<file path="src/hdl/sfcs_pkg.sv">
// ----------------------------------------------------------------------------
// sfcs_pkg
// Shared types and constants of the SPI flash command sequencer.
// ----------------------------------------------------------------------------
package sfcs_pkg;

  localparam int unsigned AddrW  = 24;
  localparam int unsigned LenW   = 16;
  localparam int unsigned PageW  = 13;
  localparam int unsigned ByteW  = 8;

  // Flash command codes of the 25-series command set.
  localparam logic [7:0] CmdWren = 8'h06;
  localparam logic [7:0] CmdRdsr = 8'h05;
  localparam logic [7:0] CmdRead = 8'h03;
  localparam logic [7:0] CmdPp   = 8'h02;
  localparam logic [7:0] CmdSe   = 8'hD8;
  localparam logic [7:0] CmdBe   = 8'hC7;
  localparam int unsigned StatusBusyBit = 0;
  localparam logic [PageW-1:0] PageSizeReset = 13'd256;

  // Input item kinds.
  typedef enum logic [2:0] {
    KIND_READ   = 3'd0,
    KIND_WRITE  = 3'd1,
    KIND_WDATA  = 3'd2,
    KIND_SERASE = 3'd3,
    KIND_BERASE = 3'd4,
    KIND_REPLY  = 3'd5
  } kind_e;

  // Operations handed from the front part to the back part.
  typedef enum logic [3:0] {
    OP_ERR   = 4'd0,
    OP_NOP   = 4'd1,
    OP_READ  = 4'd2,
    OP_CHUNK = 4'd3,
    OP_SE    = 4'd4,
    OP_BE    = 4'd5,
    OP_POLL  = 4'd6,
    OP_RDATA = 4'd7,
    OP_WDATA = 4'd8
  } op_e;

  // One request for the back part: all it needs to emit the result bytes.
  typedef struct packed {
    op_e              op;
    logic [AddrW-1:0] addr;
    logic [ByteW-1:0] data;
    logic             fin;
    logic             busy;
  } desc_t;

endpackage

</file>
<file path="src/hdl/spi_flash_command_sequencer_core.sv">
// ----------------------------------------------------------------------------
// spi_flash_command_sequencer_core
// Turns host requests and flash replies into a 25-series SPI byte stream.
// ----------------------------------------------------------------------------
// Each accepted request yields one to seven result items, which the back end
// delivers one per cycle as long as the output is ready, while the front end
// keeps accepting items into a two-entry queue. A write start, and each
// program chunk resumed after a status poll, holds the input while a
// bit-serial unit works out the address offset inside the page bit by bit,
// and until the chunk is handed over, longer while the queue is full; all
// other items are taken as soon as the queue has room. The page-size register
// sits at byte address 0 and may be written only while the block is idle.
module spi_flash_command_sequencer_core import sfcs_pkg::*; (
  input  logic        clk_i,
  input  logic        rst_ni,
  input  logic        s_axis_tvalid_i,
  output logic        s_axis_tready_o,
  // [23:0] address, [39:24] length, [47:40] data_byte
  input  logic [47:0] s_axis_tdata_i,
  // [2:0] kind
  input  logic [2:0]  s_axis_tuser_i,
  output logic        m_axis_tvalid_o,
  input  logic        m_axis_tready_i,
  // [0] send_valid, [8:1] send_byte, [9] deselect, [10] host_valid,
  // [18:11] host_data, [19] busy_res, [20] error, rest zero
  output logic [23:0] m_axis_tdata_o,
  output logic        m_axis_tlast_o,
  input  logic        psel,
  input  logic        penable,
  input  logic        pwrite,
  input  logic [2:0]  paddr,
  input  logic [31:0] pwdata,
  output logic [31:0] prdata,
  output logic        pready
);

  logic [PageW-1:0] pg_bytes_q;
  logic             q_full, q_empty, push, pop;
  desc_t            push_desc, pop_desc;

  // Configuration register.
  assign pready = 1'b1;
  assign prdata = (paddr[2] == 1'b0) ? {{(32-PageW){1'b0}}, pg_bytes_q} : '0;

  always_ff @(posedge clk_i or negedge rst_ni) begin
    if (!rst_ni) begin
      pg_bytes_q <= PageSizeReset;
    end else if (psel && penable && pwrite && (paddr[2] == 1'b0)) begin
      pg_bytes_q <= pwdata[PageW-1:0];
    end
  end

  sfcs_front u_front (
    .clk_i       (clk_i),
    .rst_ni      (rst_ni),
    .in_valid_i  (s_axis_tvalid_i),
    .in_ready_o  (s_axis_tready_o),
    .kind_i      (s_axis_tuser_i),
    .address_i   (s_axis_tdata_i[23:0]),
    .length_i    (s_axis_tdata_i[39:24]),
    .data_byte_i (s_axis_tdata_i[47:40]),
    .pg_bytes_i  (pg_bytes_q),
    .q_full_i    (q_full),
    .push_o      (push),
    .push_desc_o (push_desc)
  );

  sfcs_queue u_queue (
    .clk_i       (clk_i),
    .rst_ni      (rst_ni),
    .push_i      (push),
    .push_desc_i (push_desc),
    .full_o      (q_full),
    .pop_i       (pop),
    .empty_o     (q_empty),
    .pop_desc_o  (pop_desc)
  );

  sfcs_back u_back (
    .clk_i       (clk_i),
    .rst_ni      (rst_ni),
    .q_empty_i   (q_empty),
    .q_desc_i    (pop_desc),
    .pop_o       (pop),
    .out_valid_o (m_axis_tvalid_o),
    .out_ready_i (m_axis_tready_i),
    .out_data_o  (m_axis_tdata_o),
    .out_last_o  (m_axis_tlast_o)
  );

endmodule

</file>
<file path="src/hdl/sfcs_rem.sv">
// ----------------------------------------------------------------------------
// sfcs_rem
// Restoring remainder unit: address modulo page size, one bit per cycle.
// ----------------------------------------------------------------------------
module sfcs_rem import sfcs_pkg::*; (
  input  logic             clk_i,
  input  logic             rst_ni,
  input  logic             start_i,
  input  logic [AddrW-1:0] dividend_i,
  input  logic [PageW-1:0] divisor_i,
  output logic             busy_o,
  output logic [PageW-1:0] rem_o
);

  localparam int unsigned CntW = $clog2(AddrW + 1);

  logic             busy_q, busy_d;
  logic [CntW-1:0]  cnt_q, cnt_d;
  logic [AddrW-1:0] dvd_q, dvd_d;
  logic [PageW-1:0] div_q, div_d;
  logic [PageW-1:0] rem_q, rem_d;
  logic [PageW:0]   trial;

  // One shift-and-subtract step per cycle.
  always_comb begin
    busy_d = busy_q;
    cnt_d  = cnt_q;
    dvd_d  = dvd_q;
    div_d  = div_q;
    rem_d  = rem_q;
    trial  = {rem_q, dvd_q[AddrW-1]};
    if (start_i) begin
      busy_d = 1'b1;
      cnt_d  = CntW'(AddrW);
      dvd_d  = dividend_i;
      div_d  = divisor_i;
      rem_d  = '0;
    end else if (busy_q) begin
      if (trial >= {1'b0, div_q}) begin
        rem_d = PageW'(trial - {1'b0, div_q});
      end else begin
        rem_d = trial[PageW-1:0];
      end
      dvd_d = {dvd_q[AddrW-2:0], 1'b0};
      cnt_d = cnt_q - 1'b1;
      if (cnt_q == CntW'(1)) begin
        busy_d = 1'b0;
      end
    end
  end

  always_ff @(posedge clk_i or negedge rst_ni) begin
    if (!rst_ni) begin
      busy_q <= 1'b0;
      cnt_q  <= '0;
    end else begin
      busy_q <= busy_d;
      cnt_q  <= cnt_d;
    end
  end

  always_ff @(posedge clk_i) begin
    dvd_q <= dvd_d;
    div_q <= div_d;
    rem_q <= rem_d;
  end

  assign busy_o = busy_q;
  assign rem_o  = rem_q;

endmodule

</file>
<file path="src/hdl/sfcs_front.sv">
// ----------------------------------------------------------------------------
// sfcs_front
// Accepts input items, tracks the flash phase and issues back-end requests.
// ----------------------------------------------------------------------------
module sfcs_front import sfcs_pkg::*; (
  input  logic             clk_i,
  input  logic             rst_ni,
  input  logic             in_valid_i,
  output logic             in_ready_o,
  input  logic [2:0]       kind_i,
  input  logic [AddrW-1:0] address_i,
  input  logic [LenW-1:0]  length_i,
  input  logic [ByteW-1:0] data_byte_i,
  input  logic [PageW-1:0] pg_bytes_i,
  input  logic             q_full_i,
  output logic             push_o,
  output desc_t            push_desc_o
);

  typedef enum logic [3:0] {
    PH_IDLE  = 4'b0001,
    PH_READ  = 4'b0010,
    PH_WDATA = 4'b0100,
    PH_POLL  = 4'b1000
  } phase_e;

  typedef enum logic [1:0] {
    F_ACCEPT = 2'b01,
    F_DIV    = 2'b10
  } fstate_e;

  phase_e           phase_q, phase_d;
  fstate_e          fst_q, fst_d;
  logic [AddrW-1:0] addr_q, addr_d;
  logic [LenW-1:0]  left_q, left_d;
  logic [PageW-1:0] pleft_q, pleft_d;
  logic             resume_q, resume_d;

  logic             accept;
  logic             div_start;
  logic [AddrW-1:0] div_dvd;
  logic [PageW-1:0] ps_eff;
  logic             div_busy;
  logic [PageW-1:0] div_rem;
  logic [PageW:0]   room;
  logic [LenW-1:0]  left_dec;
  logic [PageW-1:0] pleft_dec;
  logic             wfin;

  assign ps_eff     = (pg_bytes_i == '0) ? PageW'(1) : pg_bytes_i;
  assign in_ready_o = (fst_q == F_ACCEPT) && !q_full_i;
  assign accept     = in_valid_i && in_ready_o;
  assign left_dec   = left_q - 1'b1;
  assign pleft_dec  = pleft_q - 1'b1;
  assign wfin       = (pleft_dec == '0) || (left_dec == '0);
  assign room       = {1'b0, ps_eff} - {1'b0, div_rem};

  sfcs_rem u_rem (
    .clk_i      (clk_i),
    .rst_ni     (rst_ni),
    .start_i    (div_start),
    .dividend_i (div_dvd),
    .divisor_i  (ps_eff),
    .busy_o     (div_busy),
    .rem_o      (div_rem)
  );

  // Classify the item against the current phase and update the state.
  always_comb begin
    phase_d     = phase_q;
    fst_d       = fst_q;
    addr_d      = addr_q;
    left_d      = left_q;
    pleft_d     = pleft_q;
    resume_d    = resume_q;
    div_start   = 1'b0;
    div_dvd     = addr_q;
    push_o      = 1'b0;
    push_desc_o = '{op: OP_ERR, addr: addr_q, data: data_byte_i, fin: 1'b0,
                    busy: (phase_q != PH_IDLE)};
    if (fst_q == F_DIV) begin
      // Chunk start once the page offset is known.
      push_desc_o.op   = OP_CHUNK;
      push_desc_o.busy = 1'b1;
      if (!div_busy && !q_full_i) begin
        push_o = 1'b1;
        if ({{(LenW-PageW-1){1'b0}}, room} < left_q) begin
          pleft_d = room[PageW-1:0];
        end else begin
          pleft_d = left_q[PageW-1:0];
        end
        fst_d = F_ACCEPT;
      end
    end else if (accept) begin
      push_o = 1'b1;
      case (phase_q)
        PH_IDLE: begin
          if (kind_i == KIND_READ) begin
            addr_d = address_i;
            left_d = length_i;
            push_desc_o.op   = OP_READ;
            push_desc_o.addr = address_i;
            push_desc_o.fin  = (length_i == '0);
            push_desc_o.busy = (length_i != '0);
            if (length_i != '0) begin
              phase_d = PH_READ;
            end
          end else if (kind_i == KIND_WRITE) begin
            addr_d   = address_i;
            left_d   = length_i;
            resume_d = 1'b0;
            if (length_i == '0) begin
              push_desc_o.op   = OP_NOP;
              push_desc_o.busy = 1'b0;
            end else begin
              push_o    = 1'b0;
              div_start = 1'b1;
              div_dvd   = address_i;
              phase_d   = PH_WDATA;
              fst_d     = F_DIV;
            end
          end else if (kind_i == KIND_SERASE) begin
            resume_d = 1'b0;
            phase_d  = PH_POLL;
            push_desc_o.op   = OP_SE;
            push_desc_o.addr = address_i;
            push_desc_o.busy = 1'b1;
          end else if (kind_i == KIND_BERASE) begin
            resume_d = 1'b0;
            phase_d  = PH_POLL;
            push_desc_o.op   = OP_BE;
            push_desc_o.busy = 1'b1;
          end
        end
        PH_READ: begin
          if (kind_i == KIND_REPLY) begin
            left_d = left_dec;
            addr_d = addr_q + 1'b1;
            push_desc_o.op   = OP_RDATA;
            push_desc_o.fin  = (left_dec == '0);
            push_desc_o.busy = (left_dec != '0);
            if (left_dec == '0) begin
              phase_d = PH_IDLE;
            end
          end
        end
        PH_WDATA: begin
          if (kind_i == KIND_WDATA) begin
            left_d  = left_dec;
            pleft_d = pleft_dec;
            addr_d  = addr_q + 1'b1;
            push_desc_o.op  = OP_WDATA;
            push_desc_o.fin = wfin;
            push_desc_o.busy = 1'b1;
            if (wfin) begin
              resume_d = (left_dec != '0);
              phase_d  = PH_POLL;
            end
          end
        end
        PH_POLL: begin
          if (kind_i == KIND_REPLY) begin
            if (data_byte_i[StatusBusyBit]) begin
              push_desc_o.op   = OP_POLL;
              push_desc_o.busy = 1'b1;
            end else if (resume_q) begin
              resume_d  = 1'b0;
              push_o    = 1'b0;
              div_start = 1'b1;
              div_dvd   = addr_q;
              phase_d   = PH_WDATA;
              fst_d     = F_DIV;
            end else begin
              push_desc_o.op   = OP_NOP;
              push_desc_o.busy = 1'b0;
              phase_d = PH_IDLE;
            end
          end
        end
        default: begin
          phase_d = PH_IDLE;
        end
      endcase
    end
  end

  always_ff @(posedge clk_i or negedge rst_ni) begin
    if (!rst_ni) begin
      phase_q  <= PH_IDLE;
      fst_q    <= F_ACCEPT;
      addr_q   <= '0;
      left_q   <= '0;
      pleft_q  <= '0;
      resume_q <= 1'b0;
    end else begin
      phase_q  <= phase_d;
      fst_q    <= fst_d;
      addr_q   <= addr_d;
      left_q   <= left_d;
      pleft_q  <= pleft_d;
      resume_q <= resume_d;
    end
  end

endmodule

</file>
<file path="src/hdl/sfcs_queue.sv">
// ----------------------------------------------------------------------------
// sfcs_queue
// Two-entry request queue between the front and back parts.
// ----------------------------------------------------------------------------
module sfcs_queue import sfcs_pkg::*; (
  input  logic  clk_i,
  input  logic  rst_ni,
  input  logic  push_i,
  input  desc_t push_desc_i,
  output logic  full_o,
  input  logic  pop_i,
  output logic  empty_o,
  output desc_t pop_desc_o
);

  desc_t      mem_q [2];
  logic       wptr_q, rptr_q;
  logic [1:0] cnt_q;

  assign full_o     = (cnt_q == 2'd2);
  assign empty_o    = (cnt_q == 2'd0);
  assign pop_desc_o = mem_q[rptr_q];

  // Pointer and fill count.
  always_ff @(posedge clk_i or negedge rst_ni) begin
    if (!rst_ni) begin
      wptr_q <= 1'b0;
      rptr_q <= 1'b0;
      cnt_q  <= 2'd0;
    end else begin
      if (push_i) begin
        wptr_q <= ~wptr_q;
      end
      if (pop_i) begin
        rptr_q <= ~rptr_q;
      end
      cnt_q <= cnt_q + {1'b0, push_i} - {1'b0, pop_i};
    end
  end

  // Storage.
  always_ff @(posedge clk_i) begin
    if (push_i) begin
      mem_q[wptr_q] <= push_desc_i;
    end
  end

  a_no_overflow: assert property (@(posedge clk_i) disable iff (!rst_ni)
    full_o |-> !push_i || pop_i) else $error("queue overflow");
  a_no_underflow: assert property (@(posedge clk_i) disable iff (!rst_ni)
    empty_o |-> !pop_i) else $error("queue underflow");
  a_cnt_range: assert property (@(posedge clk_i) disable iff (!rst_ni)
    cnt_q != 2'd3) else $error("queue count out of range");

endmodule

</file>
<file path="src/hdl/sfcs_back.sv">
// ----------------------------------------------------------------------------
// sfcs_back
// Expands one queued request into its result items, one per cycle while the output is ready.
// ----------------------------------------------------------------------------
module sfcs_back import sfcs_pkg::*; (
  input  logic        clk_i,
  input  logic        rst_ni,
  input  logic        q_empty_i,
  input  desc_t       q_desc_i,
  output logic        pop_o,
  output logic        out_valid_o,
  input  logic        out_ready_i,
  output logic [23:0] out_data_o,
  output logic        out_last_o
);

  logic       active_q;
  desc_t      cur_q;
  logic [2:0] step_q;

  logic       sv, desel, hv, err, lst;
  logic [7:0] sb, hd;

  // Result table indexed by operation and step.
  always_comb begin
    sv = 1'b1; desel = 1'b0; hv = 1'b0; err = 1'b0; lst = 1'b0;
    sb = '0; hd = '0;
    case (cur_q.op)
      OP_ERR: begin
        sv = 1'b0; err = 1'b1; lst = 1'b1;
      end
      OP_NOP: begin
        sv = 1'b0; lst = 1'b1;
      end
      OP_READ, OP_CHUNK, OP_SE: begin
        case (step_q)
          3'd0: begin sb = CmdWren; desel = 1'b1; end
          3'd1: sb = (cur_q.op == OP_READ) ? CmdRead :
                     (cur_q.op == OP_CHUNK) ? CmdPp : CmdSe;
          3'd2: sb = cur_q.addr[23:16];
          3'd3: sb = cur_q.addr[15:8];
          3'd4: begin
            sb = cur_q.addr[7:0];
            desel = (cur_q.op == OP_SE) || (cur_q.op == OP_READ && cur_q.fin);
            lst = (cur_q.op == OP_CHUNK) || (cur_q.op == OP_READ && cur_q.fin);
          end
          3'd5: begin
            sb  = (cur_q.op == OP_SE) ? CmdRdsr : 8'h00;
            lst = (cur_q.op == OP_READ);
          end
          default: begin sb = 8'h00; desel = 1'b1; lst = 1'b1; end
        endcase
      end
      OP_BE: begin
        case (step_q)
          3'd0: begin sb = CmdWren; desel = 1'b1; end
          3'd1: begin sb = CmdBe; desel = 1'b1; end
          3'd2: sb = CmdRdsr;
          default: begin sb = 8'h00; desel = 1'b1; lst = 1'b1; end
        endcase
      end
      OP_POLL: begin
        if (step_q == 3'd0) begin
          sb = CmdRdsr;
        end else begin
          desel = 1'b1; lst = 1'b1;
        end
      end
      OP_RDATA: begin
        sv = !cur_q.fin; desel = cur_q.fin; hv = 1'b1; hd = cur_q.data;
        lst = 1'b1;
      end
      OP_WDATA: begin
        case (step_q)
          3'd0: begin sb = cur_q.data; desel = cur_q.fin; lst = !cur_q.fin; end
          3'd1: sb = CmdRdsr;
          default: begin desel = 1'b1; lst = 1'b1; end
        endcase
      end
      default: begin
        sv = 1'b0; err = 1'b1; lst = 1'b1;
      end
    endcase
  end

  assign out_valid_o = active_q;
  assign out_last_o  = lst;
  assign out_data_o  = {3'b000, err, cur_q.busy, hd, hv, desel, sb, sv};
  assign pop_o       = !q_empty_i && (!active_q || (out_ready_i && lst));

  // Step sequencing and request loading.
  always_ff @(posedge clk_i or negedge rst_ni) begin
    if (!rst_ni) begin
      active_q <= 1'b0;
      step_q   <= '0;
    end else if (pop_o) begin
      active_q <= 1'b1;
      step_q   <= '0;
    end else if (active_q && out_ready_i) begin
      if (lst) begin
        active_q <= 1'b0;
      end
      step_q <= step_q + 1'b1;
    end
  end

  always_ff @(posedge clk_i) begin
    if (pop_o) begin
      cur_q <= q_desc_i;
    end
  end

endmodule
</file>
<file path="config.mk">
export PLATFORM = sky130hd
export DESIGN_NAME = spi_flash_command_sequencer_core
export DESIGN_NICKNAME = d
export VERILOG_FILES = /design/src/hdl/sfcs_pkg.sv /design/src/hdl/spi_flash_command_sequencer_core.sv /design/src/hdl/sfcs_rem.sv /design/src/hdl/sfcs_front.sv /design/src/hdl/sfcs_queue.sv /design/src/hdl/sfcs_back.sv
export SDC_FILE = /design/constraint.sdc
export NUM_CORES = 1
export LEC_CHECK = 0
export ABC_CLOCK_PERIOD_IN_PS = 5650
export BUFFER_PORTS_ARGS = -buffer_cell sky130_fd_sc_hd__buf_2
export CAP_MARGIN = 20
export CORE_ASPECT_RATIO = 0.6
export CORE_UTILIZATION = 25
export CTS_BUF_LIST = sky130_fd_sc_hd__clkbuf_16
export DETAILED_ROUTE_END_ITERATION = 8
export PLACE_DENSITY = 0.36
export SLEW_MARGIN = 15
export SYNTH_ARGS = -nofsm -noshare
export SYNTH_HDL_FRONTEND = slang
export SYNTH_SLANG_ARGS = --single-unit
export TNS_END_PERCENT = 30
</file>
<file path="constraint.sdc">
create_clock -name clk_i -period 5.65 [get_ports clk_i]
set_input_delay 0.2825 -clock clk_i [delete_from_list [all_inputs] [get_ports clk_i]]
set_output_delay 0.2825 -clock clk_i [all_outputs]
set_load 0.005 [all_outputs]
</file>
Word level (Yosys, flattened, before mapping)
Memory sizes are Yosys's and may differ from the RTL's. A register that Yosys moved wholly into a read port is not among the register bits.
Index checks and enable logic that the tools add are counted.
{"block": "word_totals", "reg_bits": 137, "mem_bits_rw": 76, "in_bits": 93, "output_inout_bits": 60, "wordCells": 273, "mem_count": 1}
{"memory": "u_queue.mem_q", "depth": 2, "width": 38, "rd": 1, "rd_clocked_by_memory_dff": 1, "write_ports": 1, "line_no": "sfcs_queue.sv:16", "source": "desc_t mem_q [2];"}
{"block": "op_classes", "add_sub_neg": 9, "order_cmp": 2, "eq_ne": 46, "n_mux": 145, "bitwise": 4, "reduce_logical": 49}
{"operator": "24-bit two-way mux", "count": 16}
{"operator": "13-bit two-way mux", "count": 9}
{"operator": "4-bit two-way mux", "count": 18}
{"operator": "24-bit one-hot mux with 3 select lines", "count": 1}
{"operator": "16-bit two-way mux", "count": 4}
{"operator": "28-bit two-way mux", "count": 2}
{"operator": "1-bit two-way mux", "count": 51}
{"operator": "16-bit one-hot mux with 3 select lines", "count": 1}
{"operator": "8-bit one-hot mux with 6 select lines", "count": 1}
{"operator": "16-bit zero test", "count": 2}
{"operator": "4-bit one-hot mux with 4 select lines", "count": 2}
{"operator": "8-bit one-hot mux with 4 select lines", "count": 1}
{"operator": "16-bit nonzero test", "count": 2}
{"operator": "13-bit zero test", "count": 2}
{"operator": "24-bit by 1-bit adder with 24-bit output (second input constant)", "count": 1}
{"operator": "2-bit two-way mux", "count": 12}
{"operator": "8-bit two-way mux", "count": 3}
{"operator": "8-bit one-hot mux with 3 select lines", "count": 1}
{"operator": "3-bit two-way mux", "count": 7}
{"operator": "4-bit by 3-bit equality test with 1-bit output (second input constant)", "count": 5}
{"operator": "9-bit AND reduction", "count": 2}
{"operator": "14-bit by 16-bit < comparator with 1-bit output", "count": 1}
{"operator": "8-bit one-hot mux with 2 select lines", "count": 1}
{"operator": "16-bit by 1-bit subtractor with 16-bit output (second input constant)", "count": 1}
{"operator": "other kinds (47)", "count": 109}

Depth between registers and ports, before layout
{"block": "depth", "ltp_word": 10, "ltp_mapped": 20, "mapped_depth_nobuf": 19}

Hierarchy
Synthesis repeated with hierarchy kept, for this count alone.
{"block": "hier_totals", "cells_unflattened": 1427, "area_unflattened_um2": 15192.1}
{"module": "sfcs_front", "instances": 1, "cells_per_inst": 779, "area_per_inst_um2": 6120.9, "seq_area_each_um2": 1503.9}
{"module": "sfcs_rem", "instances": 1, "cells_per_inst": 270, "area_per_inst_um2": 3074.2, "seq_area_each_um2": 1521.5}
{"module": "sfcs_queue", "instances": 1, "cells_per_inst": 133, "area_per_inst_um2": 2985.4, "seq_area_each_um2": 2382.3}
{"module": "sfcs_back", "instances": 1, "cells_per_inst": 181, "area_per_inst_um2": 2219.6, "seq_area_each_um2": 1241.2}
{"module": "spi_flash_command_sequencer_core", "instances": 1, "cells_per_inst": 64, "area_per_inst_um2": 792.0, "seq_area_each_um2": 326.6}

Worst setup path after synthesis
No wires, ideal clock.
{"block": "synth_timing", "kind": "register to register", "startpoint": "register pg_bytes_q[8]", "endpoint": "register u_front.pleft_q[0]", "setup_ns": 0.126, "arrival_ns": 4.383, "required_time_ns": 5.524, "path_slack_ns": 1.141, "stages_incl_launch_ff": 19, "n_path_buf": 1, "synth_period_minus_slack_ns": 4.509, "cell_sequence": "dfstp_2 > nor3_1 > a41oi_1 > ha_1 > inv_1 > fa_1 > a21o_1 > a21oi_1 > o21ai_0 > nor2b_1 > mux2_2 > or3_1 > ha_1 > o21a_1 > o21a_1 > o221ai_1 > clkbuf_1 > a21oi_1 > a221o_1"}
{"block": "synth_between", "elab_chain_cells": 7}
{"item": "start: declaration", "line_no": "spi_flash_command_sequencer_core.sv:37", "source": "logic [PageW-1:0] pg_bytes_q;"}
{"item": "start signal: assignment", "line_no": "spi_flash_command_sequencer_core.sv:47", "source": "pg_bytes_q <= PageSizeReset;"}
{"item": "start signal: assignment", "line_no": "spi_flash_command_sequencer_core.sv:49", "source": "pg_bytes_q <= pwdata[PageW-1:0];"}
{"item": "13-bit zero test", "line_no": "sfcs_front.sv:50", "source": "assign ps_eff = (pg_bytes_i == '0) ? PageW'(1) : pg_bytes_i;"}
{"item": "13-bit two-way mux *", "line_no": "sfcs_front.sv:50"}
{"item": "13-bit by 13-bit subtractor with 14-bit output *", "line_no": "sfcs_front.sv:56", "source": "assign room = {1'b0, ps_eff} - {1'b0, div_rem};"}
{"item": "14-bit by 16-bit < comparator with 1-bit output", "line_no": "sfcs_front.sv:87", "source": "if ({{(LenW-PageW-1){1'b0}}, room} < left_q) begin"}
{"item": "13-bit two-way mux *", "line_no": "sfcs_front.sv:87"}
{"item": "13-bit two-way mux *", "line_no": "sfcs_front.sv:85", "source": "if (!div_busy && !q_full_i) begin"}
{"item": "13-bit two-way mux *", "line_no": "sfcs_front.sv:81", "source": "if (fst_q == F_DIV) begin"}
{"item": "end signal: assignment", "line_no": "sfcs_front.sv:200", "source": "pleft_q <= pleft_d;"}
{"item": "end: declaration", "line_no": "sfcs_front.sv:36", "source": "logic [PageW-1:0] pleft_q, pleft_d;"}
Every way passes the cells marked *; elsewhere a longest branch is shown, timed or not. The select of a mux whose other input is x is not followed.
A chain may end at the register's enable or synchronous reset.

Worst setup path after layout
{"block": "layout_timing", "startpoint": "register pg_bytes_q[8]", "endpoint": "register u_front.pleft_q[10]"}
The elaborated chain is that of the path after synthesis.

==> impl_metrics.json <==
{
  "first_global_vias": 10950,
  "worstPathArrival_ns": 5.47,
  "netlist_instances": 1466,
  "yosysWarningCount": 0,
  "die_w_um": 316.0,
  "tns_ns": 0,
  "drc": 0,
  "io_pins": 153,
  "max_cap_viol_count": 0,
  "cts_resized": 0,
  "final_nets": 1698,
  "synth_cell_types": 86,
  "synth_common_cells": "edfxtp_1 (151), a21oi_1 (118), nand2_1 (114)",
  "coreArea_mm2": 0.05794,
  "period_needed_ns": 5.018,
  "synth.yosys.seq_area_share": 0.4718,
  "clk_pin_slew_ns": 0.07,
  "finClkSkew_ns": 0.01664,
  "netlist_area_mm2": 0.01479,
  "crit_chain": "nor3_1, a41oi_1, ha_1, inv_1, fa_1, a21o_1, a21oi_1, o21ai_0, nor2b_1, nor3_1, xnor2_1, ha_1, o21a_1, o21a_1, o21a_1, o221ai_1, buf_4, o311ai_0, a31o_2",
  "cp_data_required_time_ns": 6.10,
  "cts-buffers-inserted": 28,
  "yosysTopAreaCellShare": 0.3067,
  "leakage_nw": 6.424,
  "first_pass_iters": 6,
  "powerDensity_mw_per_mm2": 267.3,
  "antenna_left": 0,
  "gr-total-overflow": 0,
  "synth_seq_cells": 251,
  "cts_tree": "done",
  "hp-class": "primary input to register",
  "crit_path_frequent_cell": "o21a_1",
  "crit_type": "register to register",
  "drt_iter0_markers": 976,
  "synth-edff-count": 151,
  "rows": 68,
  "cts_num_sinks": 251,
  "drive_above_1_share": 0.1807,
  "slew_viol_final": 0,
  "die_y_um": 190.4,
  "antenna_found_initial": 4,
  "htreeDepth": 1,
  "ys.flop_type": "edfxtp_1",
  "grt_pass1_wl_um": 70990,
  "placed_area_mm2": 0.01596,
  "avgRoutedWirePerCell_um": 19.91,
  "ir_drop_mv": 0.1949,
  "gp_congestion": 0.8472,
  "root_buffer": "clkbuf_16",
  "hold_viol": 0,
  "clock_path_buffers": 3,
  "clock.fmax_ghz": 0.1993,
  "post-synth-top-count-cell": "edfxtp_1",
  "endpoint_kind": "register",
  "viasPerCell": 4.880,
  "finish.instance_area_mm2": 0.01710,
  "clock_latency_ns": 0.56,
  "dieArea_mm2": 0.06015,
  "grt_setup_unrepaired": "false",
  "syn-mean-instance-area_um2": 10.09,
  "dp_hpwl_um": 33280,
  "setup_viol": 0,
  "start_util": 0.2552,
  "grt_max_degree": 65,
  "worst_slew_pin_slew_ns": 0.9586,
  "portBuffers": 108,
  "num_vias": 11440,
  "syn_to_final_growth_pct": 15.65,
  "finalCritPeriodShare": 0.8881,
  "drt-total-wl_um": 46700,
  "status": "finished, final reports clean",
  "path_max_fanout": 15,
  "slowest_stage": "dfstp_2",
  "synth_area_leader_cell": "edfxtp_1",
  "critPathMaxStageDelay_ns": 0.57,
  "relSlewSlack": 0.3519,
  "gr-usage-all-layers": 0.1550,
  "critPathLaunchType": "register",
  "synthArstFlopShare": 0.3466,
  "final_util": 0.2951,
  "synth_area_leaders": "edfxtp_1 (31%), dfrtp_1 (14%), mux2_2 (4.5%)"
}
-- layout by cell type (no fill, tap or decap), types with 21 or more instances in the layout --
| cell type | n |
|---|---|
| edfxtp_1 | 151 |
| inv_1 | 74 |
| xnor2_1 | 21 |
| buf_2 | 107 |
| o21ai_0 | 109 |
| nor3_1 | 28 |
| dlygate4sd3_1 | 26 |
| conb_1 | 23 |
| nand3_1 | 31 |
| a21oi_1 | 118 |
| clkbuf_16 | 29 |
| nand2_1 | 113 |
| nor2b_1 | 31 |
| nor2_1 | 99 |
| ha_1 | 53 |
| dfrtp_1 | 83 |
| mux2i_1 | 32 |
| mux2_2 | 59 |
-- worst max-delay path, delay by kind of cell (launching register included) --
kind	cells	cell delay (ns)
fa+ha+maj	3	1.00
compound gates	10	2.25
buf+inv	2	0.35
simple gates	3	0.47
xor+xnor	1	0.27
flops	1	0.57
-- cells by family after synthesis --
logic type	share of synthesized area
AOI/OAI and AO/OA	0.1665
muxes	0.08691
and+or+nand+nor	0.1479
adders and majority gates	0.04756
DFF	0.4718
other	0.0005079
buffers and inverters	0.06050
xor gates and xnor gates	0.01836
-- report_power, final --
group          total (mW)  switching, mW  internal, mW
registers            2.04         0.0679          1.97
logic               0.736          0.441         0.295
clock network        1.80          0.786          1.01
-- repair_timing --
action | 4_1_cts | 5_1_grt
hold buffers | 26 | 0
endpoints found under the setup margin | 0 | 0
buffers inserted | 0 | 0
hold endpoints to repair | 74 | 0
-- worst paths after layout --
check,from,to,slack [ns],cells past startpoint
worst max-delay path,pg_bytes_q[8],u_front.pleft_q[10],0.63,19
worst min-delay path,s_axis_tdata_i[33],u_front.left_q[9],0.05,3
worst max register to register,pg_bytes_q[8],u_front.pleft_q[10],0.63,19
worst min register to register,u_front.fst_q[0],u_front.fst_q[0],0.49,2
max in group asynchronous,rst_ni,u_front.addr_q[13],4.13,3
min in group asynchronous,rst_ni,u_front.left_q[10],0.34,2
-- final cells by class --
type                    count  area, um2
clock buffers              29      725.7
well taps                 770      963.4
inverters                  66      247.7
fillers                  6034      40840
clock inverters            23      150.1
diodes                      3      7.507
repair buffers            154      965.9
flip-flops and latches    251       6977
multi-input cells        1049       7062
-- per-stage QoR --
step	instances	setup slack, ns	power, mW	hold slack [ns]
detailed placement	2264	0.6030	2.791	0.4161
global route	2342	0.2016	4.801	0.03489
floorplan	1487	1.141	2.528	-0.01309
global placement	2264	0.6086	2.792	0.4286
CTS	2342	0.6164	4.645	0.01525
finish	2345	0.6320	4.571	0.05020
-- state kept, by name, summed over array words and instances (netlist names) --
signal                cells
u_back.out_data_o         1
u_back.out_valid_o        1
u_queue.cnt_q             2
u_front.pleft_q          13
u_back.step_q             3
u_queue.rptr_q            1
u_front.u_rem.rem_o      13
u_front.u_rem.div_q      13
u_front.u_rem.cnt_q       5
u_front.u_rem.busy_o      1
u_queue.wptr_q            1
u_front.u_rem.dvd_q      24
u_front.fst_q             2
u_front.resume_q          1
u_front.phase_q           4
pg_bytes_q               13
u_queue.mem_q            76
u_front.addr_q           24
u_back.cur_q             37
u_front.left_q           16
-- metal layers --
layer | up-vias | track usage | share of wire | routed length [um]
met5 | - | 0 | 0.00036 | 17
met1 | 5599 | 0.2607 | 0.57 | 26540
met3 | 48 | 0.02751 | 0.050 | 2345
met2 | 253 | 0.1969 | 0.37 | 17050
li1 | 5542 | - | - | -
met4 | 2 | 0.02713 | 0.016 | 745
No activity file was read; power rests on OpenSTA's default activity.
